===== config.mk =====
export PLATFORM = sky130hd
export DESIGN_NAME = task_queue_quantum_scheduler_unit_flat
export DESIGN_NICKNAME = d
export VERILOG_FILES = /design/src/rtl/core/tqs_pkg.sv /design/src/rtl/core/tqs_in_if.sv /design/src/rtl/core/tqs_out_if.sv /design/src/rtl/core/tqs_cfg_if.sv /design/src/rtl/core/task_queue_quantum_scheduler_unit.sv /design/src/rtl/core/tqs_cell.sv /design/src/rtl/core/tqs_ctrl.sv /design/src/flat_wrapper.sv
export SDC_FILE = /design/constraint.sdc
export NUM_CORES = 1
export LEC_CHECK = 0
export ABC_AREA = 0
export ABC_CLOCK_PERIOD_IN_PS = 10900
export BUFFER_PORTS_ARGS = -buffer_cell sky130_fd_sc_hd__buf_2
export CORE_ASPECT_RATIO = 1.25
export CORE_UTILIZATION = 60
export DETAILED_ROUTE_END_ITERATION = 8
export PLACE_DENSITY = 0.87
export SETUP_SLACK_MARGIN = 0.1
export SLEW_MARGIN = 20
export SYNTH_ARGS = -nofsm -noshare
export SYNTH_HDL_FRONTEND = slang
export SYNTH_SLANG_ARGS = --single-unit
export TNS_END_PERCENT = 20

===== constraint.sdc =====
create_clock -name i_clk -period 10.9 [get_ports i_clk]
set_input_delay 1.09 -clock i_clk [delete_from_list [all_inputs] [get_ports i_clk]]
set_output_delay 1.09 -clock i_clk [all_outputs]
set_load 0.03 [all_outputs]

===== src/rtl/core/tqs_pkg.sv =====
// ----------------------------------------------------------------------------
// tqs_pkg
// Shared types and codes for the task queue quantum scheduler.
// ----------------------------------------------------------------------------
`default_nettype none

package tqs_pkg;

    // Field widths fixed by the command and result formats
    localparam int ID_W   = 8;
    localparam int TIME_W = 16;
    localparam int STAT_W = 2;

    // Command codes
    localparam logic CMD_ADD  = 1'b0;
    localparam logic CMD_STEP = 1'b1;

    // Result status codes
    localparam logic [STAT_W-1:0] STATUS_ADDED = 2'd0;
    localparam logic [STAT_W-1:0] STATUS_RAN   = 2'd1;
    localparam logic [STAT_W-1:0] STATUS_EMPTY = 2'd2;
    localparam logic [STAT_W-1:0] STATUS_FULL  = 2'd3;

    // Configuration register indexes
    localparam logic CFG_POLICY  = 1'b0;
    localparam logic CFG_QUANTUM = 1'b1;

    // Selection policy codes
    localparam logic POLICY_FIFO = 1'b0;
    localparam logic POLICY_SJF  = 1'b1;

    localparam logic [TIME_W-1:0] QUANTUM_RESET = 16'd10;

    // One table entry
    typedef struct packed {
        logic [ID_W-1:0]   task_id;
        logic [TIME_W-1:0] rem_time;
    } t_entry;

    // Operation broadcast to all cells
    typedef enum logic [1:0] {
        OP_NONE,
        OP_ADD,
        OP_UPDATE,
        OP_REMOVE
    } t_op;

    typedef struct packed {
        t_op    op;
        t_entry entry;
    } t_cell_cmd;

    // Controller state
    typedef enum logic [1:0] {
        ST_IDLE,
        ST_SCAN,
        ST_EXEC
    } t_state;

    // Controller to datapath controls
    typedef struct packed {
        logic in_ready;
        logic exec;
    } t_ctrl;

endpackage

`default_nettype wire


===== src/rtl/core/tqs_in_if.sv =====
// ----------------------------------------------------------------------------
// tqs_in_if
// Command channel: valid/ready handshake with command, task id and duration.
// ----------------------------------------------------------------------------
`default_nettype none

interface tqs_in_if;
    logic                        valid;
    logic                        ready;
    logic                        command;
    logic [tqs_pkg::ID_W-1:0]    task_id;
    logic [tqs_pkg::TIME_W-1:0]  duration;

    modport source (output valid, output command, output task_id, output duration,
                    input ready);
    modport sink   (input valid, input command, input task_id, input duration,
                    output ready);
endinterface

`default_nettype wire


===== src/rtl/core/tqs_out_if.sv =====
// ----------------------------------------------------------------------------
// tqs_out_if
// Result channel: valid/ready handshake with status and run information.
// ----------------------------------------------------------------------------
`default_nettype none

interface tqs_out_if;
    logic                        valid;
    logic                        ready;
    logic [tqs_pkg::STAT_W-1:0]  status;
    logic [tqs_pkg::ID_W-1:0]    run_id;
    logic [tqs_pkg::TIME_W-1:0]  remaining;
    logic                        completed;

    modport source (output valid, output status, output run_id, output remaining,
                    output completed, input ready);
    modport sink   (input valid, input status, input run_id, input remaining,
                    input completed, output ready);
endinterface

`default_nettype wire


===== src/rtl/core/tqs_cfg_if.sv =====
// ----------------------------------------------------------------------------
// tqs_cfg_if
// Configuration write channel: valid/ready with register index and data.
// ----------------------------------------------------------------------------
`default_nettype none

interface tqs_cfg_if;
    logic                        valid;
    logic                        ready;
    logic                        index;
    logic [tqs_pkg::TIME_W-1:0]  data;

    modport source (output valid, output index, output data, input ready);
    modport sink   (input valid, input index, input data, output ready);
endinterface

`default_nettype wire


===== src/rtl/core/task_queue_quantum_scheduler_unit.sv =====
// ----------------------------------------------------------------------------
// task_queue_quantum_scheduler_unit
// Bounded task table in arrival order, stored in a chain of cells. Adds
// tasks, and on a step runs the oldest task or the one with the least
// remaining time for one quantum, removing it when it completes.
//
//   Channel      Dir  Transaction contents
//   i_cmd_chan   in   command, task_id, duration
//   o_res_chan   out  status, run_id, remaining, completed
//   i_cfg_chan   in   index (0 policy_mode, 1 quantum), data
//
// One command at a time. An add, or any step in oldest-first mode, goes from
// the idle state straight to the execute state; any step in shortest-first
// mode, an empty table included, first waits in the scan state for the
// minimum wave to cross the cell chain.
// Synchronous active-low reset empties the table and restores the registers.
// A result waits in the output register; a stalled result holds only the
// execute step of the next command. Configuration writes are always taken.
// ----------------------------------------------------------------------------
`default_nettype none

module task_queue_quantum_scheduler_unit #(
    parameter int TABLE_DEPTH = 16
) (
    input  wire        i_clk,
    input  wire        i_rst_n,
    tqs_in_if.sink     i_cmd_chan,
    tqs_out_if.source  o_res_chan,
    tqs_cfg_if.sink    i_cfg_chan
);

    localparam int IDX_W = $clog2(TABLE_DEPTH);
    localparam int CNT_W = $clog2(TABLE_DEPTH+1);
    localparam logic [CNT_W-1:0] FULL_CNT = CNT_W'(TABLE_DEPTH);

    // Configuration registers
    logic                          r_policy;
    logic [tqs_pkg::TIME_W-1:0]    r_quantum;

    // Latched command
    logic                          r_cmd;
    tqs_pkg::t_entry               r_new;

    // Table occupancy
    logic [CNT_W-1:0]              r_count;
    logic [CNT_W-1:0]              n_count;

    // Output register
    logic                          r_out_valid;
    logic [tqs_pkg::STAT_W-1:0]    r_status;
    logic [tqs_pkg::ID_W-1:0]      r_run_id;
    logic [tqs_pkg::TIME_W-1:0]    r_remaining;
    logic                          r_completed;
    logic [tqs_pkg::STAT_W-1:0]    n_status;
    logic [tqs_pkg::ID_W-1:0]      n_run_id;
    logic [tqs_pkg::TIME_W-1:0]    n_remaining;
    logic                          n_completed;

    tqs_pkg::t_ctrl                ctrl;
    logic                          out_free;
    logic                          in_fire;

    // Cell chain wiring
    tqs_pkg::t_entry               w_entry    [TABLE_DEPTH];
    tqs_pkg::t_entry               w_wave     [TABLE_DEPTH];
    logic [IDX_W-1:0]              w_wave_idx [TABLE_DEPTH];
    tqs_pkg::t_cell_cmd            cell_cmd;
    logic [IDX_W-1:0]              cell_sel;

    // Selected task
    tqs_pkg::t_entry               sel_entry;
    logic [IDX_W-1:0]              sel_idx;
    logic [tqs_pkg::TIME_W-1:0]    sel_left;

    assign out_free = !r_out_valid || o_res_chan.ready;
    assign in_fire  = i_cmd_chan.valid && ctrl.in_ready;

    // Configuration writes
    assign i_cfg_chan.ready = 1'b1;

    always_ff @(posedge i_clk) begin
        if (!i_rst_n) begin
            r_policy  <= tqs_pkg::POLICY_FIFO;
            r_quantum <= tqs_pkg::QUANTUM_RESET;
        end else if (i_cfg_chan.valid) begin
            unique case (i_cfg_chan.index)
                tqs_pkg::CFG_POLICY:  r_policy  <= i_cfg_chan.data[0];
                tqs_pkg::CFG_QUANTUM: r_quantum <= i_cfg_chan.data;
                default: begin
                end
            endcase
        end
    end

    // Sequencer
    tqs_ctrl #(
        .DEPTH (TABLE_DEPTH)
    ) u_ctrl (
        .i_clk      (i_clk),
        .i_rst_n    (i_rst_n),
        .i_in_valid (i_cmd_chan.valid),
        .i_command  (i_cmd_chan.command),
        .i_policy   (r_policy),
        .i_out_free (out_free),
        .o_ctrl     (ctrl)
    );

    assign i_cmd_chan.ready = ctrl.in_ready;

    // Capture the accepted command
    always_ff @(posedge i_clk) begin
        if (in_fire) begin
            r_cmd          <= i_cmd_chan.command;
            r_new.task_id  <= i_cmd_chan.task_id;
            r_new.rem_time <= i_cmd_chan.duration;
        end
    end

    // Cell chain
    for (genvar g = 0; g < TABLE_DEPTH; g++) begin : g_cell
        tqs_pkg::t_entry    wave_in;
        logic [IDX_W-1:0]   wave_idx_in;
        tqs_pkg::t_entry    next_in;

        if (g == 0) begin : g_head
            assign wave_in     = '0;
            assign wave_idx_in = '0;
        end else begin : g_body
            assign wave_in     = w_wave[g-1];
            assign wave_idx_in = w_wave_idx[g-1];
        end

        if (g == TABLE_DEPTH - 1) begin : g_tail
            assign next_in = w_entry[g];
        end else begin : g_mid
            assign next_in = w_entry[g+1];
        end

        tqs_cell #(
            .DEPTH    (TABLE_DEPTH),
            .CELL_IDX (g)
        ) u_cell (
            .i_clk      (i_clk),
            .i_cmd      (cell_cmd),
            .i_sel      (cell_sel),
            .i_count    (r_count),
            .i_next     (next_in),
            .i_wave     (wave_in),
            .i_wave_idx (wave_idx_in),
            .o_entry    (w_entry[g]),
            .o_wave     (w_wave[g]),
            .o_wave_idx (w_wave_idx[g])
        );
    end

    // Task selection: head of table, or the minimum at the end of the wave
    always_comb begin
        if (r_policy == tqs_pkg::POLICY_SJF) begin
            sel_entry = w_wave[TABLE_DEPTH-1];
            sel_idx   = w_wave_idx[TABLE_DEPTH-1];
        end else begin
            sel_entry = w_entry[0];
            sel_idx   = '0;
        end
    end

    assign sel_left = sel_entry.rem_time - r_quantum;

    // Execute: table operation and result
    always_comb begin
        cell_cmd.op    = tqs_pkg::OP_NONE;
        cell_cmd.entry = r_new;
        cell_sel       = sel_idx;
        n_count        = r_count;
        n_status       = tqs_pkg::STATUS_ADDED;
        n_run_id       = '0;
        n_remaining    = '0;
        n_completed    = 1'b0;
        if (r_cmd == tqs_pkg::CMD_ADD) begin
            cell_sel = r_count[IDX_W-1:0];
            if (r_count == FULL_CNT) begin
                n_status = tqs_pkg::STATUS_FULL;
            end else begin
                cell_cmd.op = tqs_pkg::OP_ADD;
                n_count     = r_count + 1'b1;
            end
        end else if (r_count == '0) begin
            n_status = tqs_pkg::STATUS_EMPTY;
        end else begin
            n_status = tqs_pkg::STATUS_RAN;
            n_run_id = sel_entry.task_id;
            if (sel_entry.rem_time > r_quantum) begin
                cell_cmd.op             = tqs_pkg::OP_UPDATE;
                cell_cmd.entry.task_id  = sel_entry.task_id;
                cell_cmd.entry.rem_time = sel_left;
                n_remaining             = sel_left;
            end else begin
                cell_cmd.op = tqs_pkg::OP_REMOVE;
                n_count     = r_count - 1'b1;
                n_completed = 1'b1;
            end
        end
        if (!ctrl.exec) begin
            cell_cmd.op = tqs_pkg::OP_NONE;
            n_count     = r_count;
        end
    end

    // Occupancy and output valid
    always_ff @(posedge i_clk) begin
        if (!i_rst_n) begin
            r_count     <= '0;
            r_out_valid <= 1'b0;
        end else begin
            r_count <= n_count;
            if (ctrl.exec) begin
                r_out_valid <= 1'b1;
            end else if (o_res_chan.ready) begin
                r_out_valid <= 1'b0;
            end
        end
    end

    // Result payload
    always_ff @(posedge i_clk) begin
        if (ctrl.exec) begin
            r_status    <= n_status;
            r_run_id    <= n_run_id;
            r_remaining <= n_remaining;
            r_completed <= n_completed;
        end
    end

    assign o_res_chan.valid     = r_out_valid;
    assign o_res_chan.status    = r_status;
    assign o_res_chan.run_id    = r_run_id;
    assign o_res_chan.remaining = r_remaining;
    assign o_res_chan.completed = r_completed;

endmodule

`default_nettype wire


===== src/rtl/core/tqs_cell.sv =====
// ----------------------------------------------------------------------------
// tqs_cell
// One table slot. Holds a task entry, applies broadcast add/update/remove
// operations, and forms one stage of the running-minimum wave that moves
// down the chain one cell per cycle.
// ----------------------------------------------------------------------------
`default_nettype none

module tqs_cell #(
    parameter int DEPTH    = 16,
    parameter int CELL_IDX = 0
) (
    input  wire                         i_clk,
    input  wire tqs_pkg::t_cell_cmd     i_cmd,
    input  wire [$clog2(DEPTH)-1:0]     i_sel,
    input  wire [$clog2(DEPTH+1)-1:0]   i_count,
    input  wire tqs_pkg::t_entry        i_next,
    input  wire tqs_pkg::t_entry        i_wave,
    input  wire [$clog2(DEPTH)-1:0]     i_wave_idx,
    output tqs_pkg::t_entry             o_entry,
    output tqs_pkg::t_entry             o_wave,
    output logic [$clog2(DEPTH)-1:0]    o_wave_idx
);

    localparam int IDX_W = $clog2(DEPTH);
    localparam int CNT_W = $clog2(DEPTH+1);
    localparam logic [IDX_W-1:0] MY_IDX   = IDX_W'(CELL_IDX);
    localparam logic [CNT_W-1:0] MY_CNT   = CNT_W'(CELL_IDX);
    localparam bit               IS_FIRST = (CELL_IDX == 0);
    localparam bit               IS_LAST  = (CELL_IDX == DEPTH - 1);

    tqs_pkg::t_entry        r_entry;
    tqs_pkg::t_entry        r_wave;
    logic [IDX_W-1:0]       r_wave_idx;
    logic                   take_own;

    // Entry storage: write on add/update at this slot, close up on remove
    always_ff @(posedge i_clk) begin
        unique case (i_cmd.op)
            tqs_pkg::OP_ADD, tqs_pkg::OP_UPDATE: begin
                if (i_sel == MY_IDX) begin
                    r_entry <= i_cmd.entry;
                end
            end
            tqs_pkg::OP_REMOVE: begin
                if (!IS_LAST && (MY_IDX >= i_sel)) begin
                    r_entry <= i_next;
                end
            end
            default: begin
            end
        endcase
    end

    // Minimum wave stage; strict compare keeps the earlier entry on a tie
    assign take_own = IS_FIRST ||
                      ((MY_CNT < i_count) && (r_entry.rem_time < i_wave.rem_time));

    always_ff @(posedge i_clk) begin
        if (take_own) begin
            r_wave     <= r_entry;
            r_wave_idx <= MY_IDX;
        end else begin
            r_wave     <= i_wave;
            r_wave_idx <= i_wave_idx;
        end
    end

    assign o_entry    = r_entry;
    assign o_wave     = r_wave;
    assign o_wave_idx = r_wave_idx;

endmodule

`default_nettype wire


===== src/rtl/core/tqs_ctrl.sv =====
// ----------------------------------------------------------------------------
// tqs_ctrl
// Command sequencer: accepts a command, waits for the minimum wave to cross
// the chain on a shortest-first step, then executes when the result
// register can take the result.
// ----------------------------------------------------------------------------
`default_nettype none

module tqs_ctrl #(
    parameter int DEPTH = 16
) (
    input  wire             i_clk,
    input  wire             i_rst_n,
    input  wire             i_in_valid,
    input  wire             i_command,
    input  wire             i_policy,
    input  wire             i_out_free,
    output tqs_pkg::t_ctrl  o_ctrl
);

    localparam int CW = $clog2(DEPTH);
    localparam logic [CW-1:0] SCAN_LAST = CW'(DEPTH - 1);

    tqs_pkg::t_state r_state;
    tqs_pkg::t_state n_state;
    logic [CW-1:0]   r_scan_cnt;
    logic [CW-1:0]   n_scan_cnt;

    // State and scan counter registers
    always_ff @(posedge i_clk) begin
        if (!i_rst_n) begin
            r_state    <= tqs_pkg::ST_IDLE;
            r_scan_cnt <= '0;
        end else begin
            r_state    <= n_state;
            r_scan_cnt <= n_scan_cnt;
        end
    end

    // Next state
    always_comb begin
        n_state    = r_state;
        n_scan_cnt = '0;
        unique case (r_state)
            tqs_pkg::ST_IDLE: begin
                if (i_in_valid) begin
                    if (i_command == tqs_pkg::CMD_STEP && i_policy == tqs_pkg::POLICY_SJF) begin
                        n_state = tqs_pkg::ST_SCAN;
                    end else begin
                        n_state = tqs_pkg::ST_EXEC;
                    end
                end
            end
            tqs_pkg::ST_SCAN: begin
                n_scan_cnt = r_scan_cnt + 1'b1;
                if (r_scan_cnt == SCAN_LAST) begin
                    n_state    = tqs_pkg::ST_EXEC;
                    n_scan_cnt = '0;
                end
            end
            tqs_pkg::ST_EXEC: begin
                if (i_out_free) begin
                    n_state = tqs_pkg::ST_IDLE;
                end
            end
            default: begin
                n_state = tqs_pkg::ST_IDLE;
            end
        endcase
    end

    // Outputs
    always_comb begin
        o_ctrl.in_ready = (r_state == tqs_pkg::ST_IDLE);
        o_ctrl.exec     = (r_state == tqs_pkg::ST_EXEC) && i_out_free;
    end

endmodule

`default_nettype wire


===== src/flat_wrapper.sv =====
// flat-port wrapper written by rule: the top's interface ports become plain ports
module task_queue_quantum_scheduler_unit_flat 
#(
    parameter int TABLE_DEPTH = 16
)
  (i_clk, i_rst_n, i_cmd_chan_valid, i_cmd_chan_command, i_cmd_chan_task_id, i_cmd_chan_duration, i_cmd_chan_ready, o_res_chan_valid, o_res_chan_status, o_res_chan_run_id, o_res_chan_remaining, o_res_chan_completed, o_res_chan_ready, i_cfg_chan_valid, i_cfg_chan_index, i_cfg_chan_data, i_cfg_chan_ready);
  tqs_in_if i_cmd_chan_i ();
  tqs_out_if o_res_chan_i ();
  tqs_cfg_if i_cfg_chan_i ();
  input  wire i_clk;
  input  wire i_rst_n;
  input wire logic [$bits(i_cmd_chan_i.valid)-1:0] i_cmd_chan_valid;
  input wire logic [$bits(i_cmd_chan_i.command)-1:0] i_cmd_chan_command;
  input wire logic [$bits(i_cmd_chan_i.task_id)-1:0] i_cmd_chan_task_id;
  input wire logic [$bits(i_cmd_chan_i.duration)-1:0] i_cmd_chan_duration;
  output wire logic [$bits(i_cmd_chan_i.ready)-1:0] i_cmd_chan_ready;
  output wire logic [$bits(o_res_chan_i.valid)-1:0] o_res_chan_valid;
  output wire logic [$bits(o_res_chan_i.status)-1:0] o_res_chan_status;
  output wire logic [$bits(o_res_chan_i.run_id)-1:0] o_res_chan_run_id;
  output wire logic [$bits(o_res_chan_i.remaining)-1:0] o_res_chan_remaining;
  output wire logic [$bits(o_res_chan_i.completed)-1:0] o_res_chan_completed;
  input wire logic [$bits(o_res_chan_i.ready)-1:0] o_res_chan_ready;
  input wire logic [$bits(i_cfg_chan_i.valid)-1:0] i_cfg_chan_valid;
  input wire logic [$bits(i_cfg_chan_i.index)-1:0] i_cfg_chan_index;
  input wire logic [$bits(i_cfg_chan_i.data)-1:0] i_cfg_chan_data;
  output wire logic [$bits(i_cfg_chan_i.ready)-1:0] i_cfg_chan_ready;
  assign i_cmd_chan_i.valid = i_cmd_chan_valid;
  assign i_cmd_chan_i.command = i_cmd_chan_command;
  assign i_cmd_chan_i.task_id = i_cmd_chan_task_id;
  assign i_cmd_chan_i.duration = i_cmd_chan_duration;
  assign i_cmd_chan_ready = i_cmd_chan_i.ready;
  assign o_res_chan_valid = o_res_chan_i.valid;
  assign o_res_chan_status = o_res_chan_i.status;
  assign o_res_chan_run_id = o_res_chan_i.run_id;
  assign o_res_chan_remaining = o_res_chan_i.remaining;
  assign o_res_chan_completed = o_res_chan_i.completed;
  assign o_res_chan_i.ready = o_res_chan_ready;
  assign i_cfg_chan_i.valid = i_cfg_chan_valid;
  assign i_cfg_chan_i.index = i_cfg_chan_index;
  assign i_cfg_chan_i.data = i_cfg_chan_data;
  assign i_cfg_chan_ready = i_cfg_chan_i.ready;
  task_queue_quantum_scheduler_unit #(.TABLE_DEPTH(TABLE_DEPTH)) u_core (.i_clk(i_clk), .i_rst_n(i_rst_n), .i_cmd_chan(i_cmd_chan_i), .o_res_chan(o_res_chan_i), .i_cfg_chan(i_cfg_chan_i));
endmodule

==> results of run 1 <==
==> layer usage <==
layer  GRT usage  part of all wire  vias up
li1            -                 -    11790
met5           0                 0        -
met3     0.03987             0.073      268
met1      0.3593              0.39    12530
met2      0.4948              0.48     1267
met4      0.1770             0.060        0
==> stage by stage <==
| stage | instance area (µm²) | util | total power, mW |
|---|---|---|---|
| after floorplan | 38740 | - | 6.402 |
| after global placement | 40020 | 0.6300 | 7.083 |
| after detailed placement | 40020 | 0.6300 | 7.190 |
| after CTS | 42680 | 0.6718 | 10.11 |
| after global routing | 42680 | 0.6718 | 10.59 |
| final | 42680 | 0.6718 | 10.14 |
==> cell families (layout without fill, tap and decap cells) <==
family	count (synthesis)	after routing	synth area share
flip-flops	898	898	0.5767
buffers and inverters	636	774	0.06663
AO/OA/AOI/OAI	616	616	0.09919
AND/OR/NAND/NOR	594	594	0.06902
multiplexers	388	388	0.1051
adder cells (fa/ha/maj)	248	248	0.08029
XOR/XNOR	13	13	0.002939
other	1	1	0.00009680
==> sequential cells by signal (all words and copies together), names as in the netlist <==
register	flops
u_core.o_res_chan.completed	1
u_core.u_ctrl.r_state	2
u_core.o_res_chan.run_id	8
u_core.r_policy	1
u_core.o_res_chan.remaining	16
u_core.o_res_chan.valid	1
u_core.r_quantum	16
u_core.g_cell.u_cell.o_wave_idx	49
u_core.r_count	5
u_core.g_cell.u_cell.o_entry	384
u_core.g_cell.u_cell.o_wave	384
u_core.u_ctrl.r_scan_cnt	4
u_core.r_cmd	1
u_core.r_new	24
u_core.o_res_chan.status	2
==> path summary, 6_finish.rpt <==
kind / start / to / slack (ps) / cells after the start
max reg2reg: u_core.r_policy / u_core.g_cell[10].u_cell.o_entry[19] / 4830 / 13
min reg2reg: u_core.g_cell[14].u_cell.o_wave_idx[1] / u_core.g_cell[15].u_cell.o_wave_idx[1] / 400 / 1
min: u_core.g_cell[14].u_cell.o_wave_idx[1] / u_core.g_cell[15].u_cell.o_wave_idx[1] / 400 / 1
max: u_core.r_policy / u_core.g_cell[10].u_cell.o_entry[19] / 4830 / 13
==> power by group <==
group / switching, mW / leakage (nW) / internal (mW)
registers: 0.352 / 7.88 / 4.46
clock network: 1.28 / 1.29 / 1.59
logic: 1.46 / 9.70 / 0.988
total: 3.10 / 18.9 / 7.04
==> layout make-up <==
cell class,count,area share
Sequential cell,898,0.5234
Multi-Input combinational cell,1860,0.3280
Clock buffer,116,0.05315
Inverter,500,0.04397
Tap cell,840,0.02462
Timing Repair Buffer,124,0.01771
Clock inverter,34,0.009146
==> worst max-delay path, stage by stage (launching register included) <==
cell and delay, ps:
dfxtp_1 310, buf_4 430, mux2_2 400, ha_1 370, a21oi_1 320, o21ai_0 180
a211oi_1 540, a21oi_1 250, a21oi_2 440, ha_4 570, buf_12 550, nor2_4 320
a21oi_4 550, nand2_1 150
==> cells in the final DEF (no fill, tap or decap), drive strengths merged, types with 12 or more instances in the layout <==
cell type / count
a211oi: 25
clkinv: 26
dfxtp: 462
buf: 124
a21boi: 22
nor3: 26
ha: 247
nor2: 70
o21a: 17
o211ai: 15
nand4: 31
mux2i: 238
nand2b: 34
or2: 13
inv: 501
a21o: 65
nor2b: 24
a31oi: 12
nand2: 346
o21ai: 69
edfxtp: 436
mux2: 150
and2: 13
clkbuf: 116
a21oi: 341
nand3: 15
==> results.sh, run 1 <==
export IMPL_drive_gt1_frac=0.1294
export IMPL_syn_mean_instance_area_um2=11.41
export IMPL_yosys_register_bits=898
export IMPL_cp_required_ps=11270
export IMPL_ios=77
export IMPL_syn_nets=3689
export IMPL_nets=3759
export IMPL_fin_setup_tns_ps=0
export IMPL_setup_worst_path_end_class="register"
export IMPL_slew_violations=0
export IMPL_row_count=103
export IMPL_cts_sinks=898
export IMPL_hold_path_class="reg2reg"
export IMPL_cts_setup_buffers=0
export IMPL_tightest_slew_ps=1243
export IMPL_synth_warnings=0
export IMPL_globalplace_congestion=0.9208
export IMPL_worstPathMaxFanout=210
export IMPL_synthArstFlopShare=0
export IMPL_ys_types=72
export IMPL_max_vdd_ir_drop_v=0.0002054
export IMPL_htreeDepth=3
export IMPL_antenna_cells=0
export IMPL_die_h_um=286.1
export IMPL_clk_path_buf_depth=3
export IMPL_seqCellArea_um2=22340
export IMPL_fillCellCount=4203
export IMPL_cts_tree="built"
export IMPL_drcViolationCount=0
export IMPL_p_leak_nw=18.87
export IMPL_multi_input_area_um2=14000
export IMPL_ant_nets=0
export IMPL_io_buffers=75
export IMPL_grt_max_degree=211
export IMPL_grt_pass1_vias=26500
export IMPL_synthCells=3394
export IMPL_startpoint_type="register"
export IMPL_dr_pass1_iters=5
export IMPL_drt_total_wl_um=96500
export IMPL_p_per_area_nw_per_um2=237.5
export IMPL_antenna_found_initial=0
export IMPL_clk_pin_slew_ps=70
export IMPL_post_dp_hpwl_um=62670
export IMPL_dp_cells=4222
export IMPL_yosysMostFrequentCell="inv_1"
export IMPL_cp_arrival_ps=6450
export IMPL_postCtsResizedCells=0
export IMPL_yosys_area_top_type="edfxtp_1"
export IMPL_routedWlPerCell_um=22.07
export IMPL_dieArea_um2=65590
export IMPL_core_um2=63530
export IMPL_start_util=0.6097
export IMPL_synth_edf_count=436
export IMPL_outcome="complete, no violations"
export IMPL_fin_hold_ws_ps=403.2
export IMPL_min_period_ps=6072
export IMPL_detail_route_iter0_violations=2229
export IMPL_rsz0062_at_grt="false"
export IMPL_maxSlewHeadroom=0.1716
export IMPL_die_x_um=229.3
export IMPL_post_route_period_util=0.5570
export IMPL_area_growth_pct=10.18
export IMPL_synth_area_leaders="edfxtp_1 (34%), dfxtp_1 (24%), ha_1 (8.0%)"
export IMPL_grt_usage=0.2934
export IMPL_synthTopCellsByCount="inv_1 (499), dfxtp_1 (462), edfxtp_1 (436), nand2_1 (346), a21oi_1 (330)"
export IMPL_cap_violations=0
export IMPL_clock_skew_ps=23.72
export IMPL_yosysSeqAreaShare=0.5767
export IMPL_setup_violations=0
export IMPL_fin_ws_ps=4828
export IMPL_dp_slack_ps=5117
export IMPL_synth_ff_type="dfxtp_1"
export IMPL_fmax_mhz=164.7
export IMPL_cts_buffers=80
export IMPL_final_cells=4372
export IMPL_hold_violations=0
export IMPL_netlist_area_um2=38740
export IMPL_via_count=25860
export IMPL_vias_per_cell=5.914
export IMPL_yosysTopAreaCellShare=0.3380
export IMPL_overflow=0
export IMPL_clk_latency_ps=650
export IMPL_grt_pass1_wl_um=147600
export IMPL_cts_root_buf="clkbuf_16"
export IMPL_path_class="reg2reg"
export IMPL_cts_hold_buf=0
No activity file was read; power rests on OpenSTA's default activity.
==> inputs of run 2 (changes only) <==
--- a/config.mk
+++ b/config.mk
@@ -5,13 +5,13 @@
 export SDC_FILE = /design/constraint.sdc
 export NUM_CORES = 1
 export LEC_CHECK = 0
-export ABC_AREA = 0
-export ABC_CLOCK_PERIOD_IN_PS = 10900
+export ABC_AREA = 1
+export ABC_CLOCK_PERIOD_IN_PS = 5260
 export BUFFER_PORTS_ARGS = -buffer_cell sky130_fd_sc_hd__buf_2
 export CORE_ASPECT_RATIO = 1.25
-export CORE_UTILIZATION = 60
+export CORE_UTILIZATION = 57
 export DETAILED_ROUTE_END_ITERATION = 8
-export PLACE_DENSITY = 0.87
+export PLACE_DENSITY = 0.86
 export SETUP_SLACK_MARGIN = 0.1
 export SLEW_MARGIN = 20
 export SYNTH_ARGS = -nofsm -noshare
==> constraint.sdc (replaced) <==
create_clock -name i_clk -period 5.26 [get_ports i_clk]
set_input_delay 0.526 -clock i_clk [delete_from_list [all_inputs] [get_ports i_clk]]
set_output_delay 0.526 -clock i_clk [all_outputs]
set_load 0.03 [all_outputs]
==> results.sh, run 2 <==
export IMPL_outcome="complete, no violations"
export IMPL_start_util=0.5786
export IMPL_synth_compound_area_share=0.04460
export IMPL_overflow=0
export IMPL_whs_path_depth=1
export IMPL_drt_total_wl_um=104700
export IMPL_routedWlPerCell_um=19.09
export IMPL_pwr_share_comb=0.235
export IMPL_dp_cells=5329
export IMPL_synth_simple_area_share=0.2459
export IMPL_p_sw_frac=0.3268
export IMPL_min_period_ps=4691
export IMPL_yosysTopAreaCellShare=0.3307
export IMPL_dieArea_um2=70510
export IMPL_drive_gt1_frac=0.07394
export IMPL_post_dp_hpwl_um=70090
export IMPL_yosysSeqAreaShare=0.5644
export IMPL_synth_area_leaders="edfxtp_1 (33%), dfxtp_1 (23%), nand2_1 (17%)"
export IMPL_antenna_cells=0
export IMPL_r2r_start="u_core.r_policy"
export IMPL_vias_per_cell=5.620
export IMPL_p_per_area_nw_per_um2=497.5
export IMPL_muxShareOfSynthArea=0.002276
export IMPL_via_count=30820
export IMPL_cts_tree="built"
export IMPL_max_stage_delay_ps=600
export IMPL_fin_setup_tns_ps=0
export IMPL_pwr_share_clk=0.285
export IMPL_holdPathEnd="u_core.r_new[3]"
export IMPL_r2r_end="u_core.g_cell[6].u_cell.o_entry[5]"
export IMPL_cap_violations=0
export IMPL_max_vdd_ir_drop_v=0.0002981
export IMPL_fin_ws_ps=568.7
export IMPL_grt_pass1_wl_um=161700
export IMPL_synthArstFlopShare=0
export IMPL_clk_latency_ps=640
export IMPL_final_core_util=0.6351
export IMPL_path_cells="inv_1 -> or2_2 -> o21ai_0 -> fa_1 -> inv_1 -> nand2_1 -> nand2_1 -> nand3_2 -> nand2_2 -> nand2_2 -> nand2_4 -> nand3_1 -> nand2_2 -> inv_1 -> ha_4 -> inv_1 -> buf_4 -> nand2_2 -> nand2_1"
export IMPL_fin_area_um2=43450
export IMPL_synth_xor_area_frac=0.002655
export IMPL_maxSlewHeadroom=0.3139
export IMPL_area_growth_pct=9.760
export IMPL_cp_required_ps=5740
export IMPL_grt_max_degree=195
export IMPL_setup_worst_path_end_class="register"
export IMPL_cp_slowest_cell="nand2_2"
export IMPL_fin_hold_ws_ps=59.66
export IMPL_cts_sinks=898
export IMPL_synthCells=4460
export IMPL_synthTopCellsByCount="nand2_1 (1845), dfxtp_1 (462), edfxtp_1 (436), inv_1 (417), nand3_1 (339)"
export IMPL_synth_top_family_by_area="simple AND/OR/NAND/NOR gates"
export IMPL_p_leak_nw=20.03
export IMPL_ant_nets=0
export IMPL_cts_buffers=83
export IMPL_cts_root_buf="clkbuf_16"
export IMPL_post_route_period_util=0.8919
export IMPL_path_class="reg2reg"
export IMPL_synth_warnings=0
export IMPL_final_cells=5484
export IMPL_rsz0062_at_grt="false"
export IMPL_r2r_cells=19
export IMPL_row_count=107
export IMPL_nets=4783
export IMPL_hold_path_class="in2reg"
export IMPL_tightest_slew_ps=1027
export IMPL_antenna_found_initial=2
export IMPL_yosys_area_top_type="edfxtp_1"
export IMPL_ios=77
export IMPL_fmax_mhz=213.2
export IMPL_p_seq_frac=0.480
export IMPL_syn_mean_instance_area_um2=8.876
export IMPL_dp_slack_ps=370.1
export IMPL_multi_input_area_um2=14910
export IMPL_drcViolationCount=0
export IMPL_fillCellCount=5136
export IMPL_grt_usage=0.2979
export IMPL_clock_skew_ps=24.50
export IMPL_synthAdderAreaFrac=0.07858
export IMPL_min_from="i_cmd_chan_duration[3]"
export IMPL_p_int_mw=14.55
export IMPL_p_sw_mw=7.065
export IMPL_syn_nets=4755
export IMPL_r2r_setup_slack_ps=570
export IMPL_yosysMostFrequentCell="nand2_1"
export IMPL_dpl_instance_area_um2=40670
export IMPL_netlist_area_um2=39590
export IMPL_hold_violations=0
export IMPL_layout_common_cells="nand2_1 (1845), dfxtp_1 (462), edfxtp_1 (436), inv_1 (414), nand3_1 (339)"
export IMPL_seqCellArea_um2=22340
export IMPL_die_h_um=296.6
export IMPL_dr_pass1_iters=7
export IMPL_grt_pass1_vias=30070
export IMPL_globalplace_congestion=0.9549
export IMPL_detail_route_iter0_violations=3246
export IMPL_ys_types=50
export IMPL_synth_ff_type="dfxtp_1"
export IMPL_synth_edf_count=436
export IMPL_final_common_cell="nand2_1"
export IMPL_cp_arrival_ps=5170
export IMPL_core_um2=68410
export IMPL_htreeDepth=3
export IMPL_clk_path_buf_depth=3
export IMPL_setup_violations=0
export IMPL_worstPathMaxFanout=21
export IMPL_io_buffers=75
export IMPL_clk_pin_slew_ps=70
export IMPL_startpoint_type="register"
export IMPL_die_x_um=237.7
export IMPL_slew_violations=0
export IMPL_total_power_mw=21.62
export IMPL_yosys_register_bits=898
## run 2: cells by family (layout without fill, tap and decap cells)
family | after synthesis | count (layout)
adders and majority gates | 248 | 248
xor gates and xnor gates | 12 | 12
AOI/OAI and AO/OA | 300 | 300
DFF | 898 | 898
buffers and inverters | 593 | 691
other | 1 | 1
muxes | 9 | 9
and+or+nand+nor | 2399 | 2399
## run 2: critical path: cells and delay by family (launching register included)
kind,cells,cell delay (ps)
flip-flops,1,440
adder cells (fa/ha/maj),2,660
AND/OR/NAND/NOR,11,1910
AO/OA/AOI/OAI,1,130
buffers and inverters,5,1320
## run 2: worst max path at each step
stage | from | to | slack (ps) | cells after the start
floorplan | u_core.r_policy | u_core.g_cell[6].u_cell.o_entry[0] | -90 | 22
global placement | u_core.r_policy | u_core.g_cell[10].u_cell.o_entry[5] | 500 | 20
detailed placement | u_core.r_policy | u_core.g_cell[10].u_cell.o_entry[7] | 370 | 20
CTS | u_core.r_policy | u_core.g_cell[10].u_cell.o_entry[2] | 330 | 20
global route | u_core.r_policy | u_core.g_cell[10].u_cell.o_entry[1] | 170 | 20
finish | u_core.r_policy | u_core.g_cell[6].u_cell.o_entry[5] | 570 | 19
## run 2: routing by layer
layer	vias up	wire, µm	global-route usage
met2	1611	49900	0.5048
met5	-	28	0
met3	461	8951	0.05280
li1	14410	-	-
met1	14330	37620	0.3386
met4	4	8184	0.2209
## run 2: timing repair
action	in CTS	in global routing
setup buffers	0	0
endpoints found under the setup margin	0	24
resized for setup	0	2
hold buffers	0	0
## run 2: area by class of cell
class,instances,area share
multi-input combinational,2969,0.3432
sequential,898,0.5142
inverter,423,0.03663
timing repair buffer,113,0.01558
clock buffer,125,0.05595
tap,926,0.02667
clock inverter,30,0.007775
## run 2: power by group through the flow
stage          registers, mW  logic (mW)  clock network [mW]
2_1_floorplan           10.0        3.54                   0
3_3_place_gp            10.4        4.65                   0
3_5_place_dp            10.4        4.92                   0
4_1_cts                 10.3        5.04                6.18
5_1_grt                 10.5        5.77                6.44
6_report                10.4        5.09                6.16
